**src/design/otft_pkg.sv**
```systemverilog
`timescale 1ns / 1ps
// ----------------------------------------------------------------------------
// otft_pkg
// Shared types and constants for the OOK frame transmitter.
// ----------------------------------------------------------------------------
package otft_pkg;

  localparam int unsigned VALUE_BITS     = 10;
  localparam int unsigned SYNC_LOW_SLOTS = 10;
  localparam int unsigned GAP_PAIRS      = 20;

  localparam int unsigned FRAME_W   = 32;
  localparam int unsigned SYNC_LEN  = 1 + SYNC_LOW_SLOTS;
  localparam int unsigned DATA_LEN  = 8 * FRAME_W;
  localparam int unsigned HIGH_SLOT = SYNC_LEN + DATA_LEN;
  localparam int unsigned PASS_LEN  = HIGH_SLOT + 1 + 2 * GAP_PAIRS;
  localparam int unsigned SLOT_W    = $clog2(PASS_LEN);

  localparam int unsigned NODE_W  = 2;
  localparam int unsigned REPT_W  = 4;
  localparam int unsigned VALIN_W = 10;
  localparam int unsigned CHAN_W  = 4;
  localparam int unsigned CFG_W   = 4;

  typedef enum logic {
    OP_TICK  = 1'b0,
    OP_START = 1'b1
  } op_e;

  typedef enum logic [0:0] {
    REG_NODE_ID      = 1'b0,
    REG_REPEAT_COUNT = 1'b1
  } cfg_reg_e;

  // Command handed from the front end to the sequencer
  typedef struct packed {
    logic               is_start;
    logic [FRAME_W-1:0] frame;
  } cmd_t;

  typedef struct packed {
    logic line_level;
    logic busy;
    logic last;
  } res_t;

endpackage

```
**src/design/ook_rf_frame_transmitter.sv**
```systemverilog
`timescale 1ns / 1ps
// ----------------------------------------------------------------------------
// ook_rf_frame_transmitter
// On-off keyed frame transmitter: start items load a frame, tick items step
// the line one half-period slot at a time.
// ----------------------------------------------------------------------------
// Takes one item per clock while full is low. A start produces no result;
// each tick produces one result, which is registered in the command queue
// and then in the output queue before it reaches the result ports. The slot
// sequencer retires one queued command per cycle while the output queue has
// room for a tick, so full only rises when the result side is not being drained.
// One pass is 308 slots, stepped one slot per tick by a slot and a pass counter.
// node_id is latched into the frame at start; repeat_count is read live.
module ook_rf_frame_transmitter
  import otft_pkg::*;
(
  input  logic               clk_i,
  input  logic               rst_ni,
  input  logic               push,
  output logic               full,
  input  logic               op_i,
  input  logic [VALIN_W-1:0] value_i,
  input  logic [CHAN_W-1:0]  channel_i,
  output logic               empty,
  input  logic               pop,
  output logic               line_level_o,
  output logic               busy_res_o,
  output logic               last_slot_o,
  input  logic               cfg_we_i,
  input  logic [0:0]         cfg_addr_i,
  input  logic [CFG_W-1:0]   cfg_wdata_i
);

  logic cmd_valid, cmd_pop;
  cmd_t cmd;
  res_t res;

  otft_front u_front (
    .clk_i       (clk_i),
    .rst_ni      (rst_ni),
    .push_i      (push),
    .full_o      (full),
    .op_i        (op_i),
    .value_i     (value_i),
    .channel_i   (channel_i),
    .cfg_we_i    (cfg_we_i),
    .cfg_addr_i  (cfg_addr_i),
    .cfg_wdata_i (cfg_wdata_i),
    .cmd_valid_o (cmd_valid),
    .cmd_o       (cmd),
    .cmd_pop_i   (cmd_pop)
  );

  otft_back u_back (
    .clk_i       (clk_i),
    .rst_ni      (rst_ni),
    .cfg_we_i    (cfg_we_i),
    .cfg_addr_i  (cfg_addr_i),
    .cfg_wdata_i (cfg_wdata_i),
    .cmd_valid_i (cmd_valid),
    .cmd_i       (cmd),
    .cmd_pop_o   (cmd_pop),
    .empty_o     (empty),
    .pop_i       (pop),
    .res_o       (res)
  );

  assign line_level_o = res.line_level;
  assign busy_res_o   = res.busy;
  assign last_slot_o  = res.last;

endmodule

```
**src/design/otft_front.sv**
```systemverilog
`timescale 1ns / 1ps
// ----------------------------------------------------------------------------
// otft_front
// Accepts items, decodes the operation, assembles the frame word for a start
// and queues the resulting command for the sequencer.
// ----------------------------------------------------------------------------
module otft_front
  import otft_pkg::*;
(
  input  logic                clk_i,
  input  logic                rst_ni,
  input  logic                push_i,
  output logic                full_o,
  input  logic                op_i,
  input  logic [VALIN_W-1:0]  value_i,
  input  logic [CHAN_W-1:0]   channel_i,
  input  logic                cfg_we_i,
  input  logic [0:0]          cfg_addr_i,
  input  logic [CFG_W-1:0]    cfg_wdata_i,
  output logic                cmd_valid_o,
  output cmd_t                cmd_o,
  input  logic                cmd_pop_i
);

  // Frame word bit 31-p holds frame bit p (bit 0 goes out first)
  function automatic logic [FRAME_W-1:0] build_frame(logic [NODE_W-1:0] node,
                                                     logic [VALIN_W-1:0] val,
                                                     logic [CHAN_W-1:0] chan);
    logic [FRAME_W-1:0] f;
    logic [15:0]        v;
    f = '1;
    v = 16'(val);
    f[4]  = 1'b0;
    f[23] = ~node[1];
    f[22] = ~node[0];
    for (int i = 0; i < VALUE_BITS; i++) begin
      f[6+i] = ~v[i];
    end
    f[CHAN_W-1:0] = ~chan;
    return f;
  endfunction

  logic [NODE_W-1:0] node_id_q;
  cmd_t              mem_q [2];
  logic              wr_ptr_q, rd_ptr_q;
  logic [1:0]        cnt_q, cnt_d;
  logic              acc;
  cmd_t              new_cmd;

  always_ff @(posedge clk_i or negedge rst_ni) begin
    if (!rst_ni) begin
      node_id_q <= NODE_W'(2);
    end else if (cfg_we_i) begin
      case (cfg_reg_e'(cfg_addr_i))
        REG_NODE_ID: node_id_q <= cfg_wdata_i[NODE_W-1:0];
        default:     ;
      endcase
    end
  end

  assign full_o = (cnt_q == 2'd2);
  assign acc    = push_i && !full_o;

  always_comb begin
    new_cmd.is_start = (op_e'(op_i) == OP_START);
    new_cmd.frame    = build_frame(node_id_q, value_i, channel_i);
  end

  always_comb begin
    cnt_d = cnt_q;
    case ({acc, cmd_pop_i})
      2'b10:   cnt_d = cnt_q + 2'd1;
      2'b01:   cnt_d = cnt_q - 2'd1;
      default: ;
    endcase
  end

  always_ff @(posedge clk_i or negedge rst_ni) begin
    if (!rst_ni) begin
      wr_ptr_q <= 1'b0;
      rd_ptr_q <= 1'b0;
      cnt_q    <= 2'd0;
    end else begin
      cnt_q <= cnt_d;
      if (acc)       wr_ptr_q <= ~wr_ptr_q;
      if (cmd_pop_i) rd_ptr_q <= ~rd_ptr_q;
    end
  end

  always_ff @(posedge clk_i) begin
    if (acc) begin
      mem_q[wr_ptr_q] <= new_cmd;
    end
  end

  assign cmd_valid_o = (cnt_q != 2'd0);
  assign cmd_o       = mem_q[rd_ptr_q];

endmodule

```
**src/design/otft_back.sv**
```systemverilog
`timescale 1ns / 1ps
// ----------------------------------------------------------------------------
// otft_back
// Slot sequencer: loads a frame on start, emits one line slot per tick and
// holds results in a two-entry output queue.
// ----------------------------------------------------------------------------
module otft_back
  import otft_pkg::*;
(
  input  logic             clk_i,
  input  logic             rst_ni,
  input  logic             cfg_we_i,
  input  logic [0:0]       cfg_addr_i,
  input  logic [CFG_W-1:0] cfg_wdata_i,
  input  logic             cmd_valid_i,
  input  cmd_t             cmd_i,
  output logic             cmd_pop_o,
  output logic             empty_o,
  input  logic             pop_i,
  output res_t             res_o
);

  logic [REPT_W-1:0]  rep_cnt_q;
  logic               active_q, active_d;
  logic [SLOT_W-1:0]  slot_q, slot_d;
  logic [REPT_W-1:0]  rep_q, rep_d;
  logic [FRAME_W-1:0] frame_q, frame_d;
  res_t               res_new;
  logic               res_push, res_pop;
  res_t               oq_q [2];
  logic               oq_wr_q, oq_rd_q;
  logic [1:0]         oq_cnt_q, oq_cnt_d;
  logic [SLOT_W-1:0]  k;
  logic [4:0]         bitpos;
  logic [2:0]         ph;
  logic               bit_val, level;
  logic [REPT_W-1:0]  want;

  always_ff @(posedge clk_i or negedge rst_ni) begin
    if (!rst_ni) begin
      rep_cnt_q <= REPT_W'(5);
    end else if (cfg_we_i) begin
      case (cfg_reg_e'(cfg_addr_i))
        REG_REPEAT_COUNT: rep_cnt_q <= cfg_wdata_i[REPT_W-1:0];
        default:          ;
      endcase
    end
  end

  // Starts never need an output slot; ticks wait for room
  assign cmd_pop_o = cmd_valid_i && (cmd_i.is_start || oq_cnt_q != 2'd2);
  assign res_push  = cmd_pop_o && !cmd_i.is_start;
  assign res_pop   = pop_i && !empty_o;

  // Line level for the current slot
  always_comb begin
    k       = slot_q - SLOT_W'(SYNC_LEN);
    bitpos  = k[7:3];
    ph      = k[2:0];
    bit_val = frame_q[~bitpos];
    if (slot_q == '0) begin
      level = 1'b1;
    end else if (slot_q < SLOT_W'(SYNC_LEN)) begin
      level = 1'b0;
    end else if (slot_q < SLOT_W'(HIGH_SLOT)) begin
      if (ph == 3'd0)   level = 1'b1;
      else if (bit_val) level = (ph == 3'd2);
      else              level = (ph == 3'd6);
    end else begin
      level = (slot_q == SLOT_W'(HIGH_SLOT));
    end
  end

  always_comb begin
    want     = (rep_cnt_q == '0) ? REPT_W'(1) : rep_cnt_q;
    active_d = active_q;
    slot_d   = slot_q;
    rep_d    = rep_q;
    frame_d  = frame_q;
    res_new  = '0;
    if (cmd_pop_o) begin
      if (cmd_i.is_start) begin
        if (!active_q) begin
          frame_d  = cmd_i.frame;
          slot_d   = '0;
          rep_d    = '0;
          active_d = 1'b1;
        end
      end else if (active_q) begin
        res_new.busy       = 1'b1;
        res_new.line_level = level;
        if (slot_q == SLOT_W'(PASS_LEN - 1)) begin
          slot_d = '0;
          if ({1'b0, rep_q} + 5'd1 >= {1'b0, want}) begin
            res_new.last = 1'b1;
            active_d     = 1'b0;
            rep_d        = '0;
          end else begin
            rep_d = rep_q + REPT_W'(1);
          end
        end else begin
          slot_d = slot_q + SLOT_W'(1);
        end
      end
    end
  end

  always_ff @(posedge clk_i or negedge rst_ni) begin
    if (!rst_ni) begin
      active_q <= 1'b0;
      slot_q   <= '0;
      rep_q    <= '0;
      frame_q  <= '0;
    end else begin
      active_q <= active_d;
      slot_q   <= slot_d;
      rep_q    <= rep_d;
      frame_q  <= frame_d;
    end
  end

  always_comb begin
    oq_cnt_d = oq_cnt_q;
    case ({res_push, res_pop})
      2'b10:   oq_cnt_d = oq_cnt_q + 2'd1;
      2'b01:   oq_cnt_d = oq_cnt_q - 2'd1;
      default: ;
    endcase
  end

  always_ff @(posedge clk_i or negedge rst_ni) begin
    if (!rst_ni) begin
      oq_wr_q  <= 1'b0;
      oq_rd_q  <= 1'b0;
      oq_cnt_q <= 2'd0;
    end else begin
      oq_cnt_q <= oq_cnt_d;
      if (res_push) oq_wr_q <= ~oq_wr_q;
      if (res_pop)  oq_rd_q <= ~oq_rd_q;
    end
  end

  always_ff @(posedge clk_i) begin
    if (res_push) begin
      oq_q[oq_wr_q] <= res_new;
    end
  end

  assign empty_o = (oq_cnt_q == 2'd0);
  assign res_o   = oq_q[oq_rd_q];

endmodule

```
**config.mk**
```make
export PLATFORM = sky130hd
export DESIGN_NAME = ook_rf_frame_transmitter
export DESIGN_NICKNAME = d
export VERILOG_FILES = /design/src/design/otft_pkg.sv /design/src/design/ook_rf_frame_transmitter.sv /design/src/design/otft_front.sv /design/src/design/otft_back.sv
export SDC_FILE = /design/constraint.sdc
export NUM_CORES = 1
export LEC_CHECK = 0
export BUFFER_PORTS_ARGS = -buffer_cell sky130_fd_sc_hd__buf_2
export CORE_MARGIN = 5
export CORE_UTILIZATION = 45
export CTS_CLUSTER_SIZE = 10
export DETAILED_ROUTE_END_ITERATION = 8
export HOLD_SLACK_MARGIN = 0.15
export PLACE_DENSITY_LB_ADDON = 0.15
export SLEW_MARGIN = 10
export SYNTH_ARGS = -nofsm -noshare
export SYNTH_HDL_FRONTEND = slang
export SYNTH_HIERARCHICAL = 1
export SYNTH_SLANG_ARGS = --single-unit
```
**constraint.sdc**
```tcl
create_clock -name clk_i -period 3.13 [get_ports clk_i]
set_input_delay 0.313 -clock clk_i [delete_from_list [all_inputs] [get_ports clk_i]]
set_output_delay 0.313 -clock clk_i [all_outputs]
set_load 0.01 [all_outputs]
```
==> qor.yml, run 1 <==
worst_setup_path:
  max_stage_delay_ns: 0.56
  rr_startpoint: "u_back/slot_q[1]"
  r2r_setup_slack_ns: 0.20
  start_kind: "register"
  timing.rr.end: "u_back/oq_q[0][2]"
  path_max_fanout: 9
  worstPathCellList: "ha_1 > o21a_2 > xnor2_4 > mux4_2 > nor4_2 > nor3_1 > a31oi_1 > nand3_1"
  end_kind: "register"
  required_ns: 3.20
  critPathTopFamily: "simple AND/OR/NAND/NOR gates"
  cp.arrival_ns: 2.99
  slowest_stage: "mux4_2"
  worst-path-buf-inv: 0
  ff2ff_path_depth: 8
  criticalPathCategory: "reg2reg"
clock_network:
  clock_latency_ns: 0.35
  htreeDepth: 3
  cts_tree: "yes"
  cts_sinks: 100
  clock_path_buffers: 2
  clkSlewWorstSetupHoldPaths_ns: 0.07
  clock-root-buffer: "clkbuf_16"
  cts-buffers-inserted: 9
  post_cts_buffers: 0
flow_run:
  max_cap_viol_count: 0
floorplanning:
  core_area_um2: 11270
  start_util_pct: 45.39
  die_w_um: 116.6
  row_count: 39
  num_io_pins: 30
  die-area_um2: 13600
  die_h_um: 116.6
logic_synthesis:
  yosysMostFrequentCell: "dfrtp_1"
  synth_top_cell_by_area: "dfrtp_1"
  async_reset_ff_share_pct: 60.00
  synth_edf_count: 40
  synthFlopType: "dfrtp_1"
  synth.top_cells.by_count: "dfrtp_1 (57), mux2_2 (47), edfxtp_1 (40)"
  yosysSeqAreaShare_pct: 52.90
  yosysWarnings: 6
  yosysUniqueCellTypes: 60
  netlist_instances: 412
  synth-seq-cells: 100
  netlist_top_cells_area: "dfrtp_1 (28%), edfxtp_1 (23%), mux2_2 (10%)"
  synth_area_um2: 5116
  avgSynthCellArea_um2: 12.42
  synth_top_area_share_pct: 27.88
grt:
  gr-total-overflow: 0
  antenna_found_initial: 0
  grt_pass1_vias: 3143
  grt_pass1_wl_um: 15540
  grt_max_degree: 44
  globalRouteTotalUtil_pct: 14.96
cells_and_area:
  final_core_util_pct: 50.37
  num-nets-final: 483
  syn2layout_area_growth_pct: 10.98
  antenna_cells: 0
  drive_above_1_share_pct: 28.51
  fillers: 991
power_and_ir_drop:
  intPower_mw: 3.418
  switchingPower_mw: 1.708
  p_leak_nw: 2.429
  combPwrFrac_pct: 35.5
  seqPwrFrac_pct: 41.9
  max-vdd-ir-drop_mv: 0.5861
  swShare_pct: 33.31
  pwr_density_cell_nw_per_um2: 902.8
  power.share.clock_pct: 22.6
min_path:
  min_path_cells: 3
  hold_start: "cfg_wdata_i[1]"
  holdCritPathClass: "in2reg"
  min_to: "u_front/node_id_q[1]"
place:
  gp_congestion: 0.8650
  pre_cts_ws_ns: 0.2361
  io_buffers: 29
  hpwlAfterDp_um: 6297
routing:
  postRouteAntennaNets: 0
  wl_per_cell_um: 14.99
  drc: 0
  viasPerCell: 5.167
  first_pass_iters: 4
  drt-total-wl_um: 8875
  vias: 3059
  drtIter0Drc: 173
sta:
  finalCritPeriodShare_pct: 93.48
  worst_slack_ns: 0.2042
  drv_slew: 0
  tightest_slew_ns: 0.8127
  final_hold_viol_count: 0
  max_freq_mhz: 341.8
  fin_setup_tns_ns: 0
  rsz0062_at_grt: "no"
  fin_skew_ns: 0.008557
  relSlewSlack_pct: 45.82
  finalSetupViolCount: 0
  fin_crit_ns: 2.926
status:
  status: "finished, final reports clean"
-- power groups by stage --
| stage | registers [mW] | logic [mW] | clock network, mW |
|---|---|---|---|
| 2_1_floorplan | 2.03 | 1.57 | 0 |
| 3_3_place_gp | 2.16 | 1.77 | 0 |
| 3_5_place_dp | 2.18 | 1.82 | 0 |
| 4_1_cts | 2.16 | 1.84 | 1.21 |
| 5_1_grt | 2.21 | 2.04 | 1.26 |
| 6_report | 2.15 | 1.82 | 1.16 |
-- layer usage --
metal	global-route usage [%]	wire (um)	vias to the layer above
met4	6.728	187	0
met2	23.38	4197	38
met5	0	0	-
li1	-	-	1504
met3	3.938	266	11
met1	19.64	4222	1506
-- final cells by class --
class | instances | area (um2) | share of cell area (%)
Sequential cell | 100 | 2706 | 47.66
Multi-Input combinational cell | 267 | 2153 | 37.92
Inverter | 29 | 108.9 | 1.917
Tap cell | 143 | 178.9 | 3.151
Timing Repair Buffer | 37 | 210.2 | 3.702
Clock buffer | 10 | 239.0 | 4.209
Clock inverter | 6 | 81.33 | 1.432
-- cells by family after synthesis --
kind of cell / synth area share (%)
flip-flops: 52.90
AND/OR/NAND/NOR: 10.71
multiplexers: 16.19
buffers and inverters: 6.187
AO/OA/AOI/OAI: 6.677
XOR/XNOR: 3.766
adder cells (fa/ha/maj): 3.424
other: 0.1468
-- stage by stage --
step | std cells | hold WS, ns | power, mW | area [um2]
after global routing | 592 | 0.1899 | 5.505 | 5678
after global placement | 574 | 0.2759 | 3.935 | 5330
after detailed placement | 574 | 0.2833 | 4.001 | 5330
after CTS | 592 | 0.1682 | 5.201 | 5670
final | 592 | 0.1844 | 5.126 | 5678
after floorplan | 426 | 0.01741 | 3.606 | 5169
-- worst max path at each step --
stage,depth (start not counted),slack [ns],endpoint,start
2_1_floorplan,8,0.52,u_back/oq_q[0][2],u_back/slot_q[0]
3_3_place_gp,8,0.35,u_back/oq_q[0][2],u_back/slot_q[1]
3_5_place_dp,9,0.24,u_back/oq_q[1][2],u_back/slot_q[1]
4_1_cts,9,0.20,u_back/oq_q[0][2],u_back/slot_q[1]
5_1_grt,8,0.02,u_back/oq_q[0][2],u_back/slot_q[1]
6_report,8,0.20,u_back/oq_q[0][2],u_back/slot_q[1]
-- tightest hold or removal path, cell delays in order --
cell and delay (ns):
buf_2 0.10, nand2_1 0.04, o21ai_0 0.07
-- cell usage in the layout, fill, tap and decap left out, types with 5 or more instances in the layout --
master     count
buf_4          6
xnor2_1       10
a21oi_1       10
nor2_1        12
clkbuf_16      9
edfxtp_1      40
nor2b_1        6
dfrtp_1       57
nand2_1       29
xor2_1         6
conb_1        16
buf_2         29
inv_1         28
ha_1          14
nand3_1        9
mux4_1         5
mux2_2        47
nand4_1        5
nand2b_1      10
o21ai_0       23
mux2_4         9
-- sequential cells by signal (all words and copies together) (netlist names) --
register           cells
u_back/rep_cnt_q       4
u_back/oq_wr_q         1
u_back/slot_q          9
u_front/cnt_q          2
u_front/rd_ptr_q       1
u_back/active_q        1
u_back/oq_rd_q         1
u_back/frame_q        32
u_front/mem_q         34
u_front/wr_ptr_q       1
u_back/oq_cnt_q        2
u_front/node_id_q      2
u_back/oq_q            6
u_back/rep_q           4
-- timing repair --
item | 4_1_cts | 5_1_grt
endpoints found under the hold margin | 19 | 0
hold buffers | 2 | 0
setup endpoints to repair | 0 | 2
gates resized for setup | 0 | 1
No activity file was read; power rests on OpenSTA's default activity.
==> run 2: changes to the inputs <==
ABC_AREA = 1   (was default)
==> run 2 against run 1 <==
Effect of this change: total power decreased by 14%; count of clock-buffer cells in the layout is 1 lower; synthesized cell count increased by 23%; clock power shrank 33%; largest cell class unchanged; highest routed layer unchanged; global-route usage decreased by 0.67 points; setup slack improved by 0.52 ns; register-to-register slack gained 0.52 ns; via count increased by 8.0%.
==> qor.yml, run 2 <==
routing:
  vias: 3305  # +8.0%
  drt-total-wl_um: 8565  # -3.5%
  drt-met1-wl_um: 4185  # -0.88%
  wl_per_cell_um: 12.49  # -17%
  first_pass_iters: 4  # unchanged
  top_layer_used: "met4"
  drc: 0  # unchanged
  met2WireLength_um: 4027  # -4.1%
  drtIter0Drc: 89  # -49%
  viasPerCell: 4.818  # -6.8%
  postRouteAntennaNets: 0  # unchanged
  met3_length_um: 241  # -9.4%
logic_synthesis:
  synth_compound_area_share_pct: 5.594  # -1.1 points
  synth_edf_count: 40  # unchanged
  synthSimpleGateAreaFrac_pct: 17.31  # +6.6 points
  synth_xor_xnor_area_share_pct: 1.748  # -2.0 points
  yosysUniqueCellTypes: 37  # -38%
  async_reset_ff_share_pct: 60.00  # unchanged
  yosysMostFrequentCell: "nand2_1"
  synth-seq-cells: 100  # unchanged
  netlist_top_cells_area: "dfrtp_1 (28%), edfxtp_1 (24%), mux2_2 (7.4%)"
  yosysWarnings: 6  # unchanged
  yosysSeqAreaShare_pct: 54.02  # +1.1 points
  netlist_instances: 506  # +23%
  synthFlopType: "dfrtp_1"
  synth.top_cells.by_count: "nand2_1 (88), inv_1 (77), dfrtp_1 (57)"
  synth_top_cell_by_area: "dfrtp_1"
  synth_area_um2: 5010  # -2.1%
  yosys.area_share.adder_pct: 3.497  # +0.073 points
  avgSynthCellArea_um2: 9.901  # -20%
  synth_top_family_by_area: "simple AND/OR/NAND/NOR gates"
  synth_top_area_share_pct: 28.47  # +0.59 points
  muxShareOfSynthArea_pct: 7.418  # -8.8 points
clock_network:
  cts-buffers-inserted: 9  # unchanged
  clock-root-buffer: "clkbuf_8"
  clock_latency_ns: 0.36  # about the same
  clock_path_buffers: 2  # unchanged
  cts_sinks: 100  # unchanged
  htreeDepth: 3  # unchanged
  cts_tree: "yes"
  ctsResizeCount: 0  # unchanged
  post_cts_buffers: 0  # unchanged
  clkSlewWorstSetupHoldPaths_ns: 0.09  # +0.02 ns
grt:
  grt_pass1_wl_um: 15240  # -1.9%
  grt_max_degree: 33  # -25%
  globalRouteTotalUtil_pct: 14.29  # -0.67 points
  gr-total-overflow: 0  # unchanged
  antenna_found_initial: 0  # unchanged
  grt_pass1_vias: 3305  # +5.2%
sta:
  fin_skew_ns: 0.008870  # +0.0003130 ns
  fin_crit_ns: 2.406  # -0.5199 ns
  drv_slew: 0  # unchanged
  finalCritPeriodShare_pct: 76.87  # -17 points
  relSlewSlack_pct: 54.36  # +8.5 points
  finalSetupViolCount: 0  # unchanged
  fin_setup_tns_ns: 0  # unchanged
  rsz0062_at_grt: "no"
  tightest_slew_ns: 0.6839  # -0.1288 ns
  worst_slack_ns: 0.7240  # +0.5199 ns
  final_hold_viol_count: 0  # unchanged
  max_freq_mhz: 415.6  # +22%
  hold_slack_ns: 0.1945  # +0.01012 ns
worst_setup_path:
  path_max_fanout: 8  # -1
  end_kind: "register"
  cp_common_cell: "nand2_1"
  r2r_setup_slack_ns: 0.72  # +0.52 ns
  cp.arrival_ns: 2.52  # -0.47 ns
  timing.rr.end: "u_back/oq_q[1][2]"
  slowest_stage: "dfrtp_1"
  ff2ff_path_depth: 13  # +5
  worstPathCellList: "ha_1 > o21ai_1 > nand2_1 > xor2_1 > inv_1 > nand3_1 > nand3_2 > nand2_1 > nand2_1 > nand3_1 > nand2_1 > nand2_1 > a21oi_2"
  rr_startpoint: "u_back/slot_q[0]"
  required_ns: 3.25  # +0.05 ns
  criticalPathCategory: "reg2reg"
  max_stage_delay_ns: 0.48  # -0.08 ns
  start_kind: "register"
min_path:
  hold_start: "cfg_wdata_i[2]"
  min_to: "u_back/rep_cnt_q[2]"
  holdCritPathClass: "in2reg"
  min_path_cells: 3  # unchanged
flow_run:
  max_cap_viol_count: 0  # unchanged
power_and_ir_drop:
  max-vdd-ir-drop_mv: 0.3306  # -44%
  p_leak_nw: 2.561  # +5.4%
  pwr_density_cell_nw_per_um2: 812.7  # -10%
  switchingPower_mw: 1.651  # -3.3%
  swShare_pct: 37.47  # +4.2 points
  power.share.clock_pct: 17.5  # -5.1 points
  combPwrFrac_pct: 35.1  # -0.4 points
  seqPwrFrac_pct: 47.3  # +5.4 points
  intPower_mw: 2.756  # -19%
  power_mw: 4.407  # -14%
place:
  pre_cts_ws_ns: 0.7471  # +0.5110 ns
  io_buffers: 29  # unchanged
  gp_congestion: 0.9064  # +4.8%
  hpwlAfterDp_um: 6283  # -0.22%
floorplanning:
  core_area_um2: 10890  # -3.4%
  die-area_um2: 13340  # -1.9%
  start_util_pct: 46.01  # +0.62 points
  die_w_um: 115.5  # -0.96%
  die_h_um: 115.5  # -0.96%
  num_io_pins: 30  # unchanged
  row_count: 38  # -2.6%
cells_and_area:
  num-nets-final: 580  # +20%
  ff_latch_area_um2: 2706  # unchanged
  multi_input_area_um2: 1842  # -14%
  drive_above_1_share_pct: 20.88  # -7.6 points
  syn2layout_area_growth_pct: 8.242
  top_regs: "u_front/mem_q: 34 flops, u_back/frame_q: 32 flops, u_back/slot_q: 9 flops"
  largest_reg_flops: 34  # unchanged
  antenna_cells: 0  # unchanged
  final_cell_mix: "nand2_1 (88), inv_1 (77), dfrtp_1 (57)"
  final_common_cell: "nand2_1"
  fillers: 1016  # +2.5%
  top_register: "u_front/mem_q"
status:
  status: "finished, final reports clean"
==> run 2: changes by cell type after synthesis, moves of 9 or more <==
cell / delta
inv_1: +49
nand3_1: +31
nand2b_1: -10
nand2_1: +59
mux2_4: -9
nand2_2: +10
o21ai_1: +17
mux2_2: -14
o21ai_0: -10
nor2_1: +14
==> run 2: kinds of logic after synthesis <==
logic type,after synthesis
simple gates,187
buf+inv,109
flops,100
compound gates,51
mux,33
fa+ha+maj,14
xor+xnor,10
other cells,2
==> run 2: per-stage QoR <==
step / area, um2 / util [%] / instances
after floorplan: 5062 / - / 520
after global placement: 5220 / 47.94 / 668
after detailed placement: 5220 / 47.94 / 668
after CTS: 5423 / 49.80 / 686
after global routing: 5423 / 49.80 / 686
final: 5423 / 49.80 / 686
==> run 2: critical path: cells and delay by family (launching register included) <==
kind	cells	cell delay, ns
AO/OA/AOI/OAI	2	0.35
XOR/XNOR	1	0.31
adder cells (fa/ha/maj)	1	0.31
buffers and inverters	1	0.11
flip-flops	1	0.48
AND/OR/NAND/NOR	8	0.61
==> run 2: power groups by stage <==
stage | Sequential [mW] | Clock, mW | Combinational (mW)
floorplan | 2.03 | 0 | 1.31
global placement | 2.10 | 0 | 1.55
detailed placement | 2.12 | 0 | 1.57
CTS | 2.09 | 0.803 | 1.57
global route | 2.15 | 0.872 | 1.78
finish | 2.09 | 0.773 | 1.55
==> run 2: worst max-delay path by stage <==
stage / from / to / slack, ns / cells past startpoint
after floorplan: u_front/rd_ptr_q / u_back/oq_cnt_q[1] / 1.00 / 13
after global placement: u_back/slot_q[0] / u_back/oq_q[0][2] / 0.81 / 13
after detailed placement: u_back/slot_q[0] / u_back/oq_q[0][2] / 0.75 / 13
after CTS: u_back/slot_q[0] / u_back/oq_q[1][2] / 0.73 / 13
after global routing: u_back/rep_cnt_q[2] / u_back/rep_q[1] / 0.48 / 11
final: u_back/slot_q[0] / u_back/oq_q[1][2] / 0.72 / 13
==> run 2: cell type report <==
class                      count  area share (%)
clock inverter                 7           1.084
timing repair buffer          36           3.738
inverter                      83           5.791
tap                          140           3.230
clock buffer                   9           2.284
multi-input combinational    311           33.96
sequential                   100           49.91
==> run 2: timing repair <==
action / in CTS / in global routing
setup endpoints to repair: 0 / 0
hold endpoints to repair: 14 / 0
hold buffers: 2 / 0
==> run 2: per-layer routing <==
layer	GRT usage, %	vias up
li1	-	1692
met1	19.43	1566
met2	23.15	40
met3	2.402	7
met4	5.243	0
met5	0	-
==> run 3: changes to the inputs <==
clock period = 2 ns   (was 3.13 ns; I/O delays follow)
==> run 3 against run 2 <==
Effect of this change: the flow now finishes with violations (setup timing); routed wire length grew 6.9%; non-clock buffer count rose by 57; via count increased by 5.6%; design area is 15% higher; critical path depth rose by 2; global-route usage rose by 0.69 points; clock skew increased by 0.0024 ns; die area unchanged; total power up 77%; core utilization is 7.4 points higher; combinational power grew 100%; critical endpoint unchanged.
==> qor.yml, run 3 (synthesis gave the netlist of run 2 again) <==
clock_network:
  htreeDepth: 3  # unchanged
  clock_latency_ns: 0.37  # about the same
  cts_tree: "yes"
  cts-buffers-inserted: 9  # unchanged
  clock-root-buffer: "clkbuf_8"
  clkSlewWorstSetupHoldPaths_ns: 0.11  # +0.02 ns
  cts_sinks: 100  # unchanged
  clock_path_buffers: 2  # unchanged
cells_and_area:
  syn2layout_area_growth_pct: 24.43
  final_cells: 743  # +8.3%
  fillers: 953  # -6.2%
  top_regs: "u_front/mem_q: 34 flops, u_back/frame_q: 32 flops, u_back/slot_q: 9 flops"
  drive_above_1_share_pct: 31.34  # +10 points
  top_register: "u_front/mem_q"
  antenna_cells: 0  # unchanged
  final_core_util_pct: 57.25  # +7.4 points
  num-nets-final: 637  # +9.8%
  largest_reg_flops: 34  # unchanged
  final_common_cell: "nand2_1"
  fin_area_um2: 6233  # +15%
  final_cell_mix: "nand2_1 (82), inv_1 (74), dfrtp_1 (54)"
power_and_ir_drop:
  pwr_density_cell_nw_per_um2: 1249  # +54%
  p_leak_nw: 2.901  # +13%
  max-vdd-ir-drop_mv: 0.5642  # +71%
  power_mw: 7.784  # +77%
grt:
  grt_pass1_wl_um: 15980  # +4.8%
  antenna_found_initial: 0  # unchanged
  globalRouteTotalUtil_pct: 14.98  # +0.69 points
  grt_max_degree: 61  # +85%
  grt_pass1_vias: 3447  # +4.3%
  gr-total-overflow: 0  # unchanged
worst_setup_path:
  rr_startpoint: "u_back/slot_q[1]"
  timing.rr.end: "u_back/oq_q[1][2]"
  start_kind: "register"
  required_ns: 2.13  # -1.12 ns
  ff2ff_path_depth: 15  # +2
  r2r_setup_slack_ns: -0.04  # -0.77 ns
  end_kind: "register"
  crit_start: "u_back/slot_q[1]"
  path_max_fanout: 8  # unchanged
  criticalPathCategory: "reg2reg"
  cp.arrival_ns: 2.18  # -0.34 ns
min_path:
  min_path_cells: 3  # unchanged
  min_to: "u_front/node_id_q[0]"
  holdCritPathClass: "in2reg"
  hold_start: "cfg_we_i"
sta:
  fin_crit_ns: 2.045  # -0.3614 ns
  finalCritPeriodShare_pct: 102.2  # +25 points
  drv_slew: 0  # unchanged
  max_freq_mhz: 489.1  # +18%
  finalSetupViolCount: 5  # +5
  fin_skew_ns: 0.01129  # +0.002417 ns
  worst_slack_ns: -0.04454  # -0.7686 ns
  rsz0062_at_grt: "yes"
  hold_slack_ns: 0.1874  # -0.007116 ns
  final_hold_viol_count: 0  # unchanged
routing:
  first_pass_iters: 4  # unchanged
  viasPerCell: 4.697  # -2.5%
  drt-total-wl_um: 9152  # +6.9%
  wl_per_cell_um: 12.32  # -1.3%
  drtIter0Drc: 136  # +53%
  vias: 3490  # +5.6%
  drc: 0  # unchanged
  postRouteAntennaNets: 0  # unchanged
floorplanning:
  core_area_um2: 10890  # unchanged
  die_h_um: 115.5  # unchanged
  row_count: 38  # unchanged
  die_w_um: 115.5  # unchanged
  die-area_um2: 13340  # unchanged
  num_io_pins: 30  # unchanged
  start_util_pct: 46.01  # unchanged
place:
  placed_area_um2: 5483  # +5.0%
  place_inst: 696  # +4.2%
  gp_congestion: 0.8807  # -2.8%
  io_buffers: 29  # unchanged
  hpwlAfterDp_um: 6136  # -2.3%
status:
  violations: "setup timing"
  status: "finished with violations"
flow_run:
  max_cap_viol_count: 0  # unchanged
## run 3: cell count changes in the layout (fill, tap and decap cells not counted), sizes merged
cell,delta
dlygate4sd3,+21
bufinv,+1
clkinvlp,-3
inv,+1
buf,+36
clkinv,+1
## run 3: timing repair
action | CTS | global route
hold endpoints to repair | 98 | 0
hold buffers | 23 | 0
setup endpoints to repair | 10 | 13
gates resized for setup | 29 | 33
pin swaps | 15 | 27
buffers inserted | 3 | 6
## run 3: critical path, cell delays in order, from the launching register on
cell     delay, ns
dfrtp_2       0.46
ha_4          0.18
o21ai_4       0.17
inv_2         0.07
nand2_2       0.08
nand2_4       0.11
nand3_2       0.09
nand3_1       0.07
nand3_1       0.10
nand3_2       0.07
nand2_1       0.07
nand2_1       0.05
nand3_1       0.09
nand2_1       0.06
nand2_2       0.08
a21oi_2       0.06
## run 3: cell type report
| class | count | area, um2 | area share [%] |
|---|---|---|---|
| timing repair buffer | 93 | 739.5 | 11.86 |
| tap | 140 | 175.2 | 2.810 |
| sequential | 100 | 2710 | 43.48 |
| clock inverter | 7 | 90.09 | 1.445 |
| inverter | 83 | 324.1 | 5.199 |
| clock buffer | 9 | 123.9 | 1.987 |
| multi-input combinational | 311 | 2071 | 33.22 |
## run 3: stage by stage
stage | worst slack [ns] | setup TNS [ns]
floorplan | -0.005834 | -0.02327
global placement | -0.09139 | -0.6543
detailed placement | -0.2356 | -1.312
CTS | -0.04000 | -0.1106
global route | -0.1752 | -0.8963
finish | -0.04454 | -0.1241
## run 3: layer usage
layer / wire length [um] / share of wire, % / track usage, %
met2: 4340 / 47 / 23.77
met4: 97 / 1.1 / 5.556
met1: 4488 / 49 / 20.90
met3: 225 / 2.5 / 2.350
met5: 0 / 0 / 0
## run 3: power breakdown
group | leakage, nW | total [mW] | switching [mW] | internal [mW]
Combinational | 1.69 | 3.14 | 1.70 | 1.43
Clock | 0.110 | 1.38 | 0.770 | 0.614
Sequential | 1.10 | 3.26 | 0.387 | 2.87
## run 3: how the worst max path moves through the flow
stage,to,slack [ns]
3_5_place_dp,u_back/rep_q[3],-0.24
6_report,u_back/oq_q[1][2],-0.04
5_1_grt,u_back/oq_q[1][2],-0.18
3_3_place_gp,u_back/rep_q[3],-0.09
4_1_cts,u_back/oq_q[1][2],-0.04
2_1_floorplan,u_back/rep_q[1],-0.006
